`src/rtl/core/cnps_pkg.sv`:
```
// Shared types, constants and table functions of the cpio newc stream parser.
package cnps_pkg;

  localparam int unsigned ALIGNMENT = 4;
  localparam int unsigned AlignW    = (ALIGNMENT > 1) ? $clog2(ALIGNMENT) : 1;

  localparam logic [6:0] MagicLast  = 7'd5;
  localparam logic [6:0] MagicLen   = 7'd6;
  localparam logic [6:0] HdrLast    = 7'd109;
  localparam logic [3:0] NibLast    = 4'd7;
  localparam logic [31:0] TrailerLen = 32'd11;

  localparam logic [3:0] FieldMode     = 4'd1;
  localparam logic [3:0] FieldFileSize = 4'd6;
  localparam logic [3:0] FieldMajor    = 4'd9;
  localparam logic [3:0] FieldMinor    = 4'd10;
  localparam logic [3:0] FieldNameSize = 4'd11;

  localparam logic [3:0] ModeTypeReg  = 4'o10;
  localparam logic [3:0] ModeTypeLink = 4'o12;

  localparam logic [1:0] QDepth = 2'd2;

  typedef enum logic [2:0] {
    KIND_NAME_BYTE     = 3'd0,
    KIND_ENTRY         = 3'd1,
    KIND_CONTENT       = 3'd2,
    KIND_TRAILER       = 3'd3,
    KIND_BAD_MAGIC     = 3'd4,
    KIND_NAME_UNTERM   = 3'd5,
    KIND_PREMATURE_END = 3'd6
  } kind_e;

  typedef struct packed {
    kind_e       kind;
    logic [7:0]  out_byte;
    logic        content_last;
    logic [31:0] mode_bits;
    logic        regular_or_link;
    logic [31:0] content_length;
    logic [31:0] major_number;
    logic [31:0] minor_number;
    logic [31:0] name_length;
    logic        run_last;
  } result_t;

  function automatic logic [7:0] magic_char(input logic [2:0] idx);
    logic [7:0] ch;
    unique case (idx)
      3'd0: ch = "0";
      3'd1: ch = "7";
      3'd2: ch = "0";
      3'd3: ch = "7";
      3'd4: ch = "0";
      3'd5: ch = "1";
      default: ch = 8'h00;
    endcase
    return ch;
  endfunction

  function automatic logic [7:0] trailer_char(input logic [3:0] idx);
    logic [7:0] ch;
    unique case (idx)
      4'd0: ch = "T";
      4'd1: ch = "R";
      4'd2: ch = "A";
      4'd3: ch = "I";
      4'd4: ch = "L";
      4'd5: ch = "E";
      4'd6: ch = "R";
      4'd7: ch = "!";
      4'd8: ch = "!";
      4'd9: ch = "!";
      default: ch = 8'h00;
    endcase
    return ch;
  endfunction

  function automatic logic is_reg_or_link(input logic [31:0] mode);
    return (mode[15:12] == ModeTypeReg) || (mode[15:12] == ModeTypeLink);
  endfunction

endpackage

```
`src/rtl/core/cnps_if.sv`:
```
// Valid/ready stream interfaces for archive bytes in and parse results out.
interface cnps_in_if;
  logic       valid;
  logic       ready;
  logic [7:0] archive_byte;
  logic       image_end;

  modport source (output valid, output archive_byte, output image_end, input ready);
  modport sink (input valid, input archive_byte, input image_end, output ready);
endinterface

interface cnps_out_if;
  logic        valid;
  logic        ready;
  logic [2:0]  result_kind;
  logic [7:0]  out_byte;
  logic        content_last;
  logic [31:0] mode_bits;
  logic        regular_or_link;
  logic [31:0] content_length;
  logic [31:0] major_number;
  logic [31:0] minor_number;
  logic [31:0] name_length;
  logic        run_last;

  modport source (
    output valid, output result_kind, output out_byte, output content_last,
    output mode_bits, output regular_or_link, output content_length,
    output major_number, output minor_number, output name_length, output run_last,
    input ready
  );
  modport sink (
    input valid, input result_kind, input out_byte, input content_last,
    input mode_bits, input regular_or_link, input content_length,
    input major_number, input minor_number, input name_length, input run_last,
    output ready
  );
endinterface

```
`src/rtl/core/cnps_engine.sv`:
```
// Parse state machine: consumes one archive byte per step, pushes at most one result.
module cnps_engine (
  input  logic              clk_i,
  input  logic              rst_ni,
  input  logic              step_i,
  input  logic [7:0]        byte_i,
  input  logic              end_i,
  output logic              push_o,
  output cnps_pkg::result_t res_o,
  output logic              end_o
);
  import cnps_pkg::*;

  typedef enum logic [2:0] {
    ST_HEADER,
    ST_NAME,
    ST_PAD1,
    ST_CONTENT,
    ST_PAD2,
    ST_IDLE
  } phase_e;

  phase_e             phase_q, phase_d;
  logic [31:0]        count_q, count_d;
  logic [31:0]        acc_q, acc_d;
  logic               stop_q, stop_d;
  logic               magic_q, magic_d;
  logic               trail_q, trail_d;
  logic [31:0]        mode_q, mode_d;
  logic [31:0]        fsize_q, fsize_d;
  logic [31:0]        nsize_q, nsize_d;
  logic [31:0]        major_q, major_d;
  logic [31:0]        minor_q, minor_d;
  logic [AlignW-1:0]  off_q, off_d;
  logic [AlignW:0]    off_sum;
  logic [AlignW-1:0]  off_nxt;

  function automatic logic [4:0] hex_digit(input logic [7:0] b);
    logic [4:0] r;
    if (b >= "0" && b <= "9") begin
      r = {1'b1, 4'(b - "0")};
    end else if (b >= "a" && b <= "f") begin
      r = {1'b1, 4'(b - "a" + 8'd10)};
    end else if (b >= "A" && b <= "F") begin
      r = {1'b1, 4'(b - "A" + 8'd10)};
    end else begin
      r = 5'd0;
    end
    return r;
  endfunction

  assign off_sum = {1'b0, off_q} + (AlignW + 1)'(1);
  assign off_nxt = (off_sum >= (AlignW + 1)'(ALIGNMENT)) ? '0 : off_sum[AlignW-1:0];

  always_comb begin
    logic        go_content;
    logic        go_after;
    logic        go_header;
    logic        bad;
    logic        hdr;
    logic        tm;
    logic        last;
    logic [6:0]  c;
    logic [6:0]  rel;
    logic [3:0]  fld;
    logic [3:0]  nib;
    logic [31:0] acc_t;
    logic        stop_t;
    logic [4:0]  hx;
    logic [31:0] cn;

    phase_d = phase_q;
    count_d = count_q;
    acc_d   = acc_q;
    stop_d  = stop_q;
    magic_d = magic_q;
    trail_d = trail_q;
    mode_d  = mode_q;
    fsize_d = fsize_q;
    nsize_d = nsize_q;
    major_d = major_q;
    minor_d = minor_q;
    off_d   = off_q;
    go_content = 1'b0;
    go_after   = 1'b0;
    go_header  = 1'b0;
    bad    = 1'b0;
    hdr    = 1'b0;
    tm     = trail_q;
    last   = 1'b0;
    c      = count_q[6:0];
    rel    = c - MagicLen;
    fld    = rel[6:3];
    nib    = {1'b0, rel[2:0]};
    acc_t  = acc_q;
    stop_t = stop_q;
    hx     = hex_digit(byte_i);
    cn     = count_q + 32'd1;
    push_o = 1'b0;
    end_o  = 1'b0;
    res_o  = '0;
    res_o.kind = KIND_NAME_BYTE;

    if (step_i && phase_q != ST_IDLE) begin
      off_d = off_nxt;
      unique case (phase_q)
        ST_HEADER: begin
          if (c < MagicLen) begin
            if (byte_i != magic_char(c[2:0])) magic_d = 1'b0;
            if (c == MagicLast && !magic_d) begin
              push_o     = 1'b1;
              res_o.kind = KIND_BAD_MAGIC;
              phase_d    = ST_IDLE;
              bad        = 1'b1;
            end
          end else begin
            if (nib == 4'd0) begin
              acc_t  = '0;
              stop_t = 1'b0;
            end
            if (!stop_t) begin
              acc_t = {acc_t[27:0], 4'h0};
              if (hx[4]) acc_t[3:0] = hx[3:0];
              else stop_t = 1'b1;
            end
            acc_d  = acc_t;
            stop_d = stop_t;
            if (nib == NibLast) begin
              unique case (fld)
                FieldMode:     mode_d  = acc_t;
                FieldFileSize: fsize_d = acc_t;
                FieldMajor:    major_d = acc_t;
                FieldMinor:    minor_d = acc_t;
                FieldNameSize: nsize_d = acc_t;
                default: ;
              endcase
            end
          end
          if (!bad) begin
            if (c == HdrLast) begin
              if (nsize_d == 32'd0) begin
                push_o     = 1'b1;
                hdr        = 1'b1;
                res_o.kind = KIND_NAME_UNTERM;
                phase_d    = ST_IDLE;
              end else begin
                phase_d = ST_NAME;
                count_d = '0;
                trail_d = 1'b1;
              end
            end else begin
              count_d = cn;
            end
          end
        end
        ST_NAME: begin
          if (count_q < TrailerLen && byte_i != trailer_char(count_q[3:0])) tm = 1'b0;
          trail_d = tm;
          push_o  = 1'b1;
          if (cn != nsize_q) begin
            res_o.kind     = KIND_NAME_BYTE;
            res_o.out_byte = byte_i;
            count_d        = cn;
          end else begin
            hdr = 1'b1;
            if (byte_i != 8'd0) begin
              res_o.kind = KIND_NAME_UNTERM;
              phase_d    = ST_IDLE;
            end else if (tm && nsize_q >= TrailerLen) begin
              res_o.kind = KIND_TRAILER;
              phase_d    = ST_IDLE;
            end else begin
              res_o.kind = KIND_ENTRY;
              if (off_nxt != '0) phase_d = ST_PAD1;
              else go_content = 1'b1;
            end
          end
        end
        ST_PAD1: begin
          if (off_nxt == '0) go_content = 1'b1;
        end
        ST_CONTENT: begin
          count_d = cn;
          last    = (cn == fsize_q);
          if (is_reg_or_link(mode_q)) begin
            push_o             = 1'b1;
            res_o.kind         = KIND_CONTENT;
            res_o.out_byte     = byte_i;
            res_o.content_last = last;
          end
          if (last) go_after = 1'b1;
        end
        ST_PAD2: begin
          if (off_nxt == '0) go_header = 1'b1;
        end
        default: begin
          phase_d = ST_IDLE;
        end
      endcase

      if (go_content) begin
        if (fsize_q == 32'd0) begin
          go_after = 1'b1;
        end else begin
          phase_d = ST_CONTENT;
          count_d = '0;
        end
      end
      if (go_after) begin
        if (off_nxt != '0) phase_d = ST_PAD2;
        else go_header = 1'b1;
      end
      if (go_header) begin
        phase_d = ST_HEADER;
        count_d = '0;
        magic_d = 1'b1;
      end

      if (end_i && phase_d != ST_IDLE) begin
        end_o   = 1'b1;
        phase_d = ST_IDLE;
      end
    end

    if (hdr) begin
      res_o.mode_bits       = mode_d;
      res_o.regular_or_link = is_reg_or_link(mode_d);
      res_o.content_length  = fsize_d;
      res_o.major_number    = major_d;
      res_o.minor_number    = minor_d;
      res_o.name_length     = nsize_d;
    end
    res_o.run_last = !end_o;
  end

  always_ff @(posedge clk_i or negedge rst_ni) begin
    if (!rst_ni) begin
      phase_q <= ST_HEADER;
      count_q <= '0;
      acc_q   <= '0;
      stop_q  <= 1'b0;
      magic_q <= 1'b1;
      trail_q <= 1'b1;
      mode_q  <= '0;
      fsize_q <= '0;
      nsize_q <= '0;
      major_q <= '0;
      minor_q <= '0;
      off_q   <= '0;
    end else begin
      phase_q <= phase_d;
      count_q <= count_d;
      acc_q   <= acc_d;
      stop_q  <= stop_d;
      magic_q <= magic_d;
      trail_q <= trail_d;
      mode_q  <= mode_d;
      fsize_q <= fsize_d;
      nsize_q <= nsize_d;
      major_q <= major_d;
      minor_q <= minor_d;
      off_q   <= off_d;
    end
  end

  a_idle_no_push: assert property (@(posedge clk_i) disable iff (!rst_ni)
    phase_q == ST_IDLE |-> !push_o && !end_o)
    else $error("result produced while idle");
  a_idle_sticks: assert property (@(posedge clk_i) disable iff (!rst_ni)
    phase_q == ST_IDLE |=> phase_q == ST_IDLE)
    else $error("left idle without reset");
  a_end_goes_idle: assert property (@(posedge clk_i) disable iff (!rst_ni)
    end_o |=> phase_q == ST_IDLE)
    else $error("premature end did not stop the parser");
  a_header_count: assert property (@(posedge clk_i) disable iff (!rst_ni)
    phase_q == ST_HEADER |-> count_q <= 32'(HdrLast))
    else $error("header position out of range");

endmodule

```
`src/rtl/core/cpio_newc_stream_parser_core.sv`:
```
// Top level of the cpio newc stream parser: input register, parse engine, result queue.
//
// Usage:
//   in_i   carries one archive byte per item plus image_end on the final byte.
//   out_o  carries parse results: name bytes, entry headers, content bytes,
//          trailer done, and the error kinds (bad magic, unterminated name,
//          premature end). run_last marks the last result of one input byte.
// Path: an accepted byte is held in the input register, the engine parses it as that
//   register advances, and its result is registered in the queue before out_o shows it.
// Throughput: one byte per cycle while out_o.ready is high; each byte yields
//   at most one result except the byte that carries a premature end, which
//   yields two. The two-entry result queue behind the engine sets this figure,
//   and the premature-end result is held in a flag of its own behind the queue.
// Stall: while out_o.ready is low the queue fills; once it holds two
//   results the input register stops advancing, and in_i.ready drops as
//   soon as that register holds a byte.
//   Bytes that give no result (header, padding, skipped content) still
//   flow while the queue is not full.
// Reset: rst_ni clears all control state; the parser waits for a header.
// After the trailer or an error the parser is idle and swallows all further
//   bytes without result until the next reset.
module cpio_newc_stream_parser_core (
  input  logic        clk_i,
  input  logic        rst_ni,
  cnps_in_if.sink     in_i,
  cnps_out_if.source  out_o
);
  import cnps_pkg::*;

  logic       ivld_q;
  logic [7:0] ibyte_q;
  logic       iend_q;
  logic       adv;

  logic       push;
  logic       eng_end;
  result_t    eng_res;

  result_t    qmem_q [QDepth];
  logic       wr_q, rd_q;
  logic [1:0] cnt_q, cnt_d;
  logic       pend_q;
  logic       pop;
  result_t    head;
  result_t    end_item;

  assign adv        = ivld_q && (cnt_q != QDepth);
  assign in_i.ready = !ivld_q || adv;

  always_ff @(posedge clk_i or negedge rst_ni) begin
    if (!rst_ni) begin
      ivld_q <= 1'b0;
    end else if (in_i.valid && in_i.ready) begin
      ivld_q <= 1'b1;
    end else if (adv) begin
      ivld_q <= 1'b0;
    end
  end

  always_ff @(posedge clk_i) begin
    if (in_i.valid && in_i.ready) begin
      ibyte_q <= in_i.archive_byte;
      iend_q  <= in_i.image_end;
    end
  end

  cnps_engine u_engine (
    .clk_i  (clk_i),
    .rst_ni (rst_ni),
    .step_i (adv),
    .byte_i (ibyte_q),
    .end_i  (iend_q),
    .push_o (push),
    .res_o  (eng_res),
    .end_o  (eng_end)
  );

  always_comb begin
    end_item          = '0;
    end_item.kind     = KIND_PREMATURE_END;
    end_item.run_last = 1'b1;
  end

  assign head        = (cnt_q != 2'd0) ? qmem_q[rd_q] : end_item;
  assign out_o.valid = (cnt_q != 2'd0) || pend_q;
  assign pop         = out_o.valid && out_o.ready;

  always_comb begin
    cnt_d = cnt_q;
    if (push && !(pop && cnt_q != 2'd0)) cnt_d = cnt_q + 2'd1;
    else if (!push && pop && cnt_q != 2'd0) cnt_d = cnt_q - 2'd1;
  end

  always_ff @(posedge clk_i or negedge rst_ni) begin
    if (!rst_ni) begin
      wr_q   <= 1'b0;
      rd_q   <= 1'b0;
      cnt_q  <= '0;
      pend_q <= 1'b0;
    end else begin
      cnt_q <= cnt_d;
      if (push) wr_q <= !wr_q;
      if (pop && cnt_q != 2'd0) rd_q <= !rd_q;
      if (eng_end) pend_q <= 1'b1;
      else if (pop && cnt_q == 2'd0) pend_q <= 1'b0;
    end
  end

  always_ff @(posedge clk_i) begin
    if (push) qmem_q[wr_q] <= eng_res;
  end

  assign out_o.result_kind     = head.kind;
  assign out_o.out_byte        = head.out_byte;
  assign out_o.content_last    = head.content_last;
  assign out_o.mode_bits       = head.mode_bits;
  assign out_o.regular_or_link = head.regular_or_link;
  assign out_o.content_length  = head.content_length;
  assign out_o.major_number    = head.major_number;
  assign out_o.minor_number    = head.minor_number;
  assign out_o.name_length     = head.name_length;
  assign out_o.run_last        = head.run_last;

  a_queue_bound: assert property (@(posedge clk_i) disable iff (!rst_ni)
    cnt_q <= QDepth)
    else $error("result queue count out of range");
  a_no_overflow: assert property (@(posedge clk_i) disable iff (!rst_ni)
    push |-> cnt_q != QDepth)
    else $error("push into full result queue");
  a_end_is_final: assert property (@(posedge clk_i) disable iff (!rst_ni)
    pend_q |-> !push && !eng_end)
    else $error("result produced after premature end");
  a_end_flag_holds: assert property (@(posedge clk_i) disable iff (!rst_ni)
    pend_q && !(pop && cnt_q == 2'd0) |=> pend_q)
    else $error("premature end lost before delivery");

endmodule
```
`src/flat_wrapper.sv`:
```
// flat-port wrapper written by rule: the top's interface ports become plain ports
module cpio_newc_stream_parser_core_flat import cnps_pkg::*;
  (clk_i, rst_ni, in_i_valid, in_i_archive_byte, in_i_image_end, in_i_ready, out_o_valid, out_o_result_kind, out_o_out_byte, out_o_content_last, out_o_mode_bits, out_o_regular_or_link, out_o_content_length, out_o_major_number, out_o_minor_number, out_o_name_length, out_o_run_last, out_o_ready);
  cnps_in_if in_i_i ();
  cnps_out_if out_o_i ();
  input  logic clk_i;
  input  logic rst_ni;
  input wire logic [$bits(in_i_i.valid)-1:0] in_i_valid;
  input wire logic [$bits(in_i_i.archive_byte)-1:0] in_i_archive_byte;
  input wire logic [$bits(in_i_i.image_end)-1:0] in_i_image_end;
  output wire logic [$bits(in_i_i.ready)-1:0] in_i_ready;
  output wire logic [$bits(out_o_i.valid)-1:0] out_o_valid;
  output wire logic [$bits(out_o_i.result_kind)-1:0] out_o_result_kind;
  output wire logic [$bits(out_o_i.out_byte)-1:0] out_o_out_byte;
  output wire logic [$bits(out_o_i.content_last)-1:0] out_o_content_last;
  output wire logic [$bits(out_o_i.mode_bits)-1:0] out_o_mode_bits;
  output wire logic [$bits(out_o_i.regular_or_link)-1:0] out_o_regular_or_link;
  output wire logic [$bits(out_o_i.content_length)-1:0] out_o_content_length;
  output wire logic [$bits(out_o_i.major_number)-1:0] out_o_major_number;
  output wire logic [$bits(out_o_i.minor_number)-1:0] out_o_minor_number;
  output wire logic [$bits(out_o_i.name_length)-1:0] out_o_name_length;
  output wire logic [$bits(out_o_i.run_last)-1:0] out_o_run_last;
  input wire logic [$bits(out_o_i.ready)-1:0] out_o_ready;
  assign in_i_i.valid = in_i_valid;
  assign in_i_i.archive_byte = in_i_archive_byte;
  assign in_i_i.image_end = in_i_image_end;
  assign in_i_ready = in_i_i.ready;
  assign out_o_valid = out_o_i.valid;
  assign out_o_result_kind = out_o_i.result_kind;
  assign out_o_out_byte = out_o_i.out_byte;
  assign out_o_content_last = out_o_i.content_last;
  assign out_o_mode_bits = out_o_i.mode_bits;
  assign out_o_regular_or_link = out_o_i.regular_or_link;
  assign out_o_content_length = out_o_i.content_length;
  assign out_o_major_number = out_o_i.major_number;
  assign out_o_minor_number = out_o_i.minor_number;
  assign out_o_name_length = out_o_i.name_length;
  assign out_o_run_last = out_o_i.run_last;
  assign out_o_i.ready = out_o_ready;
  cpio_newc_stream_parser_core u_core (.clk_i(clk_i), .rst_ni(rst_ni), .in_i(in_i_i), .out_o(out_o_i));
endmodule
```
`config.mk`:
```
export PLATFORM = sky130hd
export DESIGN_NAME = cpio_newc_stream_parser_core_flat
export DESIGN_NICKNAME = d
export VERILOG_FILES = /design/src/rtl/core/cnps_pkg.sv /design/src/rtl/core/cnps_if.sv /design/src/rtl/core/cnps_engine.sv /design/src/rtl/core/cpio_newc_stream_parser_core.sv /design/src/flat_wrapper.sv
export SDC_FILE = /design/constraint.sdc
export NUM_CORES = 1
export LEC_CHECK = 0
export BUFFER_PORTS_ARGS = -buffer_cell sky130_fd_sc_hd__buf_2
export CAP_MARGIN = 40
export CORE_UTILIZATION = 65
export CTS_BUF_LIST = sky130_fd_sc_hd__clkbuf_4 sky130_fd_sc_hd__clkbuf_8
export CTS_CLUSTER_SIZE = 40
export DETAILED_ROUTE_END_ITERATION = 8
export PLACE_DENSITY = 0.85
export SLEW_MARGIN = 20
export SYNTH_ARGS = -nofsm -noshare
export SYNTH_HDL_FRONTEND = slang
export SYNTH_SLANG_ARGS = --single-unit
```
`constraint.sdc`:
```
create_clock -name clk_i -period 17 [get_ports clk_i]
set_input_delay 3.4 -clock clk_i [delete_from_list [all_inputs] [get_ports clk_i]]
set_output_delay 3.4 -clock clk_i [all_outputs]
set_load 0.05 [all_outputs]
```
Word-level counts from Yosys, hierarchy flattened:

Memory sizes are Yosys's and may differ from the RTL's.
Cells that the tools add are included.

* bits in registers: 247
* bits in read-only memories: 112
* RAM bits: 348
* output and inout port bits: 176
* logic and storage cells: 265
* memories: 2

* reduce and logical (&&, ||, !) cells: 49
* order comparisons: 10
* mux-type cells: 143
* bitwise logic cells: 1
* equality and inequality tests: 31
* add/subtract/negate cells: 10

Memory list
* u_core.qmem_q: depth 2, width 174, rd ports 1, clocked after Yosys merged registers in 0, write ports 1, line cpio_newc_stream_parser_core.sv:39 `result_t qmem_q [QDepth];`
* (no name shown): depth 16, width 7, rd ports 1, clocked after Yosys merged registers in 0, write ports 0, line cnps_pkg.sv:63 `unique case (idx)`

Operator list (count)
* 32-bit two-way mux: 36
* 174-bit two-way mux: 1
* 161-bit two-way mux: 1
* 32-bit one-hot mux with 3 select lines: 1
* 3-bit two-way mux: 23
* 32-bit zero test: 2
* 1-bit two-way mux: 57
* 8-bit two-way mux: 6
* 32-bit by 1-bit adder with 32-bit output, second input constant: 1
* 32-bit == test: 1
* 32-bit by 4-bit greater-or-equal comparator with 1-bit output, second input constant: 1
* 32-bit by 4-bit < comparator with 1-bit output, second input constant: 1
* 32-bit inequality test: 1
* 4-bit == test, second input constant: 7
* 3-bit one-hot mux with 3 select lines: 2
* 6-bit one-hot mux with 3 select lines: 1
* 8-bit by 7-bit greater-or-equal comparator with 1-bit output, second input constant: 2
* 8-bit by 7-bit less-or-equal comparator with 1-bit output, second input constant: 2
* 1-bit logical AND: 16
* 8-bit inequality test: 2
* 8-bit one-hot mux with 2 select lines: 1
* 2-bit nonzero test: 8
* 5-bit two-way mux: 3
* 3-bit by 2-bit == test with 1-bit output, second input constant: 4
* 34 further kinds: 64

Depth between registers and ports, before layout:

* depth after elaboration: 30
* depth in mapped cells: 19

By module:

Synthesis repeated with hierarchy kept, for this count alone.

* cells, all modules: 2487
* area total of the unflattened synthesis: 29004.1 um2

By module, submodules not included
* cnps_engine: area an instance 15268.4 um2, times used 1, cells an instance 1713, seq. area each 5808.1 um2
* cpio_newc_stream_parser_core: area an instance 13735.7 um2, times used 1, cells an instance 774, seq. area each 10870.4 um2

Worst setup path after synthesis:

Ideal clock, no wire load.

* kind: register to register
* start: register u_core.u_engine.count_q[2]
* end: memory u_core.qmem_q[0][0] (netlist bit), enable pin
* setup time: 0.710 ns
* setup slack: 6.231 ns
* period minus slack after synthesis: 10.769 ns
* arrival time: 10.059 ns
* cell stages (with the launch flop): 12
* cells stage by stage: dfrtp_1 buf_2 buf_2 inv_1 ha_1 nor3_1 and4b_1 a2111oi_0 o21bai_1 nand2_1 a31o_2 nor2_1

* longest elaborated chain between the ends: 22
* elaborated cells on any way between the ends: 49
* classes of those cells: 1 x add/sub; 1 x order compare; 10 x eq/ne; 30 x mux; 7 x reduce/logical

RTL lines
* start, declared: line cnps_engine.sv:24 `logic [31:0] count_q, count_d;`
* start signal, assigned: line cnps_engine.sv:252 `count_q <= count_d;`
* branches (longest 17 deep; another with 7-bit by 3-bit subtractor with 7-bit output)
* 1-bit two-way mux (*): line cnps_engine.sv:139 `if (!bad) begin`
* 1-bit one-hot mux with 3 select lines (*): line cnps_engine.sv:106 `unique case (phase_q)`
* 1-bit two-way mux (*): line cnps_engine.sv:104 `if (step_i && phase_q != ST_IDLE) begin`
* 1-bit two-way mux (*): line cpio_newc_stream_parser_core.sv:110 `if (push) qmem_q[wr_q] <= eng_res;`
* 1-bit two-way mux (implied by the code) (*): line cpio_newc_stream_parser_core.sv:110
* end, declared: line cpio_newc_stream_parser_core.sv:39

Mark *: on every way between the ends. The select of a mux whose other input is x is not followed.

Worst setup path after layout:

* start: register u_core.rd_q
* end: output out_o_name_length[31]

* longest elaborated chain between the ends: 2

RTL lines
* start, declared: line cpio_newc_stream_parser_core.sv:40 `logic wr_q, rd_q;`
* start signal, assigned: line cpio_newc_stream_parser_core.sv:103 `if (pop && cnt_q != 2'd0) rd_q <= !rd_q;`
* memory 2 x 174 bit
* 174-bit two-way mux: line cpio_newc_stream_parser_core.sv:84 `assign head = (cnt_q != 2'd0) ? qmem_q[rd_q] : end_item;`
* end, declared: line flat_wrapper.sv:21 `output wire logic [$bits(out_o_i.name_length)-1:0] out_o_name_length;`

Every way passes these cells.

==> summary by stage <==
Synthesis
The number of nets in the synthesized netlist is 2,574. The count of flip-flops with a built-in enable after synthesis is 357. Synthesis inferred 595 register bits. In the synthesized netlist the async set-or-reset flop fraction comes to 0.4000.

Synthesis handed over a netlist of 2,548 instances. Ranked by instance count, the synthesized netlist is headed by edfxtp_1 (357), nand2_1 (282), nor2_1 (248), dfrtp_1 (236), mux2i_1 (213). A synthesized cell averages 11.21 um2. The count of synthesis-stage warnings from yosys is 0. After synthesis, the netlist uses 95 different library cells.

Of the synthesized area, sequential elements account for 0.5840. The cell type contributing the most total cell area after synthesis is edfxtp_1. The cell with the most instances after synthesis is edfxtp_1. Ranked by total cell area, the synthesized netlist is headed by edfxtp_1 (38%), dfrtp_1 (21%), mux2i_1 (7.5%).

The top-area cell type share of the netlist area is 0.3753. The post-synthesis cell area is 28,560 um2. The most used flip-flop cell after synthesis is edfxtp_1.

Pwr
Of the total power, the clock network draws 0.279. The static leakage is 12.80 nW. Of the total power, registers draw 0.342. The maximum VDD drop is 0.1813 mV.

The switching power as a share of total power is 0.4136. The proportion of power drawn by combinational gates is 0.379. The power per standard cell area is 143.8 nW/um2. Internal power comes to 2.702 mW. For this design the total switching power over the nets is 1.906 mW.

Critical path
The endpoint required time on the critical path is 13.60 ns. The worst setup path is launched from a register. The type of the worst setup path is register to primary output. The library cell appearing most often on the critical path is buf_4. Broken down by cell family, the worst path's largest delay share belongs to buffers and inverters. Along the worst path, the maximum fanout reaches 44.

The maximum cell stage delay along the critical path is 0.71 ns. STA classifies the critical path endpoint as a primary output. The critical path contains buffers and inverters numbering 4 combined. On the critical path, the stage with the largest delay is an instance of dfrtp_4.

STA puts the critical path data arrival time at 3.66 ns. Traced cell by cell, the critical path runs through buf_4, buf_16, buf_4, mux2i_1, nor2_1, buf_2.

STA
Setup slack on the critical path of the routed design comes to 9.943 ns. The shortest period the worst path allows is 7.057 ns. The number of endpoints failing setup at the final stage is 0. The portion of the clock cycle consumed by the worst path in the final layout is 0.4151.

Setup repair after global routing left no endpoint under its margin. The final-report hold violation count is 0. At the pin with the least slew margin, the transition time is 1.322 ns.

Based on the critical path, the design can be clocked at up to 0.1417 GHz. The worst clock skew is 0.04466 ns. The number of max-slew violations in the final report is 0. The worst pin sits at a relative slew slack of 0.1183. The setup TNS is 0 ns.

Detailed routing
The post-detailed-route via-to-cell ratio is 6.472. For this run, design rule violations remaining after detail routing come to 0. The remaining antenna violation count is 0. The initial detailed-routing violation count is 2,839.

The first detailed-routing pass took 8 iterations. The total via count after detailed routing is 21,780. The post-detailed-route wirelength per cell is 25.40 um.

Wires add up to 85,460 um.

Global route
After global routing the overflow that remains totals 0. The number of antenna violations at the first check in global routing is 5. The via count of the first global-routing pass is 20,650. The first global-routing pass estimated 125,700 um of wire. Across every metal layer, demand over resource in global routing totals 0.3821.

Entering global routing, the biggest net connects 175 pins.

Die
The die covers 44,780 um2. 189 I/O pins were placed. From bottom edge to top edge, the die measures 211.6 um. The region available for standard cell placement spans 43,170 um2.

The die is 211.6 um wide. The initial core utilization is 0.6616. The floorplan has 76 rows.

CTS
The number of buffers on the longest clock path is 3. Once the clock tree was built, the setup fixing pass inserted 0 buffers. CTS built an H-tree with a depth of 3.

Once the clock tree was built, the resizer swapped 0 gates to a different size. The number of clock buffers added by TritonCTS is 92. The number of hold buffers added after cts is 0.

Clock tree synthesis selected as its root buffer the cell clkbuf_8. The clock sink total is 595. The clock-pin slew reported for the worst setup and hold paths after clock tree synthesis is 0.06 ns. The clock insertion delay at the later pin of the skew report is 0.71 ns.

TritonCTS built the clock tree.

Cells and area
Compared with the post-synthesis result, the final layout area differs by 12.20%. The proportion of layout cells with a drive suffix above 1 is 0.1703. The post-layout net count is 2,728. The final design utilization is 0.7423.

Place
Summed over all nets, the half-perimeter wirelength after detailed placement is 56,500 um. In this run the tool buffered the top-level ports with 188 buffer cells. The weighted congestion reported at the end of routability-driven placement is 1.054. The worst setup slack before clock tree synthesis is 10.73 ns.

Run status
The run finished with clean final reports.

Min path
The min-delay analysis places its worst path in the category register to register.

Flow run
The number of maximum-capacitance violations is 0.
[per-layer routing]
layer | track usage | part of all wire
met1 | 0.5227 | 0.40
met3 | 0.09835 | 0.10
met5 | 0 | 0.00057
met4 | 0.1797 | 0.048
met2 | 0.5748 | 0.45
[flip-flops by register name, indices dropped and copies added, names as in the netlist, 2 cells and up]
| register | count |
|---|---|
| u_core.u_engine.fsize_q | 32 |
| u_core.u_engine.nsize_q | 32 |
| u_core.u_engine.off_q | 2 |
| u_core.u_engine.phase_q | 3 |
| u_core.u_engine.count_q | 32 |
| u_core.u_engine.mode_q | 32 |
| u_core.ibyte_q | 8 |
| u_core.qmem_q | 348 |
| u_core.u_engine.major_q | 32 |
| u_core.u_engine.acc_q | 32 |
| u_core.u_engine.minor_q | 32 |
| u_core.cnt_q | 2 |
[tightest hold or removal path, cell delays in order, from the launching register on]
cell	delay (ns)
dfrtp_1	0.34
nand2_1	0.05
o21ai_0	0.06
[cells by family (layout without fill, tap and decap cells)]
group | count (synthesis) | after routing | share of synthesized area
flip-flops | 595 | 595 | 0.5840
AND/OR/NAND/NOR | 993 | 993 | 0.1782
multiplexers | 245 | 245 | 0.08727
other | 0 | 3 | 0
adder cells (fa/ha/maj) | 13 | 13 | 0.005695
AO/OA/AOI/OAI | 407 | 407 | 0.08932
XOR/XNOR | 73 | 73 | 0.02287
buffers and inverters | 222 | 451 | 0.03268
[through the flow]
stage / hold slack [ns] / total power [mW] / cells / area, um2
2_1_floorplan: 0.4444 / 2.920 / 2548 / 28560
3_3_place_gp: 0.4559 / 3.282 / 3179 / 29780
3_5_place_dp: 0.4645 / 3.328 / 3189 / 30000
4_1_cts: 0.4784 / 4.607 / 3358 / 31990
5_1_grt: 0.5094 / 4.755 / 3362 / 32040
6_report: 0.4758 / 4.608 / 3365 / 32040
[placed cells by master, fill, tap and decap left out, types with 7 or more instances in the layout]
cell type,count
o22ai_1,8
nor2_1,245
a211o_1,8
nand3_1,32
inv_1,55
a21o_1,12
buf_2,190
and4_1,15
nand2b_1,15
nor2b_1,173
nor4_1,42
o21ai_0,199
clkinv_1,8
xnor2_1,50
mux2i_1,213
nand4_1,41
xor2_1,22
buf_4,22
a21oi_1,63
o211ai_1,9
nor3_1,33
a31oi_1,12
ha_1,13
or3_1,14
buf_16,7
mux2_2,32
edfxtp_1,357
nor3b_1,7
clkbuf_4,47
nand2_1,282
and3_1,13
dfrtp_1,235
and2_1,25
o31ai_1,8
clkbuf_8,101
[path summary, 6_finish.rpt]
| check | startpoint | end | slack (ns) | cells past startpoint |
|---|---|---|---|---|
| worst max-delay path | u_core.rd_q | out_o_name_length[31] | 9.94 | 6 |
| worst min-delay path | u_core.u_engine.acc_q[28] | u_core.u_engine.acc_q[28] | 0.48 | 2 |
| worst max register to register | u_core.u_engine.count_q[2] | u_core.qmem_q[1][8] | 10.80 | 13 |
| worst min register to register | u_core.u_engine.acc_q[28] | u_core.u_engine.acc_q[28] | 0.48 | 2 |
| max in group asynchronous | rst_ni | u_core.u_engine.mode_q[26] | 12.99 | 3 |
| min in group asynchronous | rst_ni | u_core.u_engine.nsize_q[18] | 2.75 | 1 |
[area by class of cell]
class	count	area, um2
Inverter	56	210.2
Clock inverter	21	249.0
Clock buffer	148	1743
Multi-Input combinational cell	1731	11000
Fill cell	2792	11130
Sequential cell	595	16680
Tap cell	585	732.0
Timing Repair Buffer	226	1425
Antenna cell	3	7.507
[power groups by stage]
| stage | clock (mW) | combinational [mW] | sequential (mW) |
|---|---|---|---|
| after floorplan | 0 | 1.35 | 1.57 |
| after global placement | 0 | 1.68 | 1.60 |
| after detailed placement | 0 | 1.72 | 1.60 |
| after CTS | 1.29 | 1.74 | 1.58 |
| after global routing | 1.36 | 1.82 | 1.58 |
| final | 1.28 | 1.75 | 1.58 |
(Power assumes the default switching activity.)
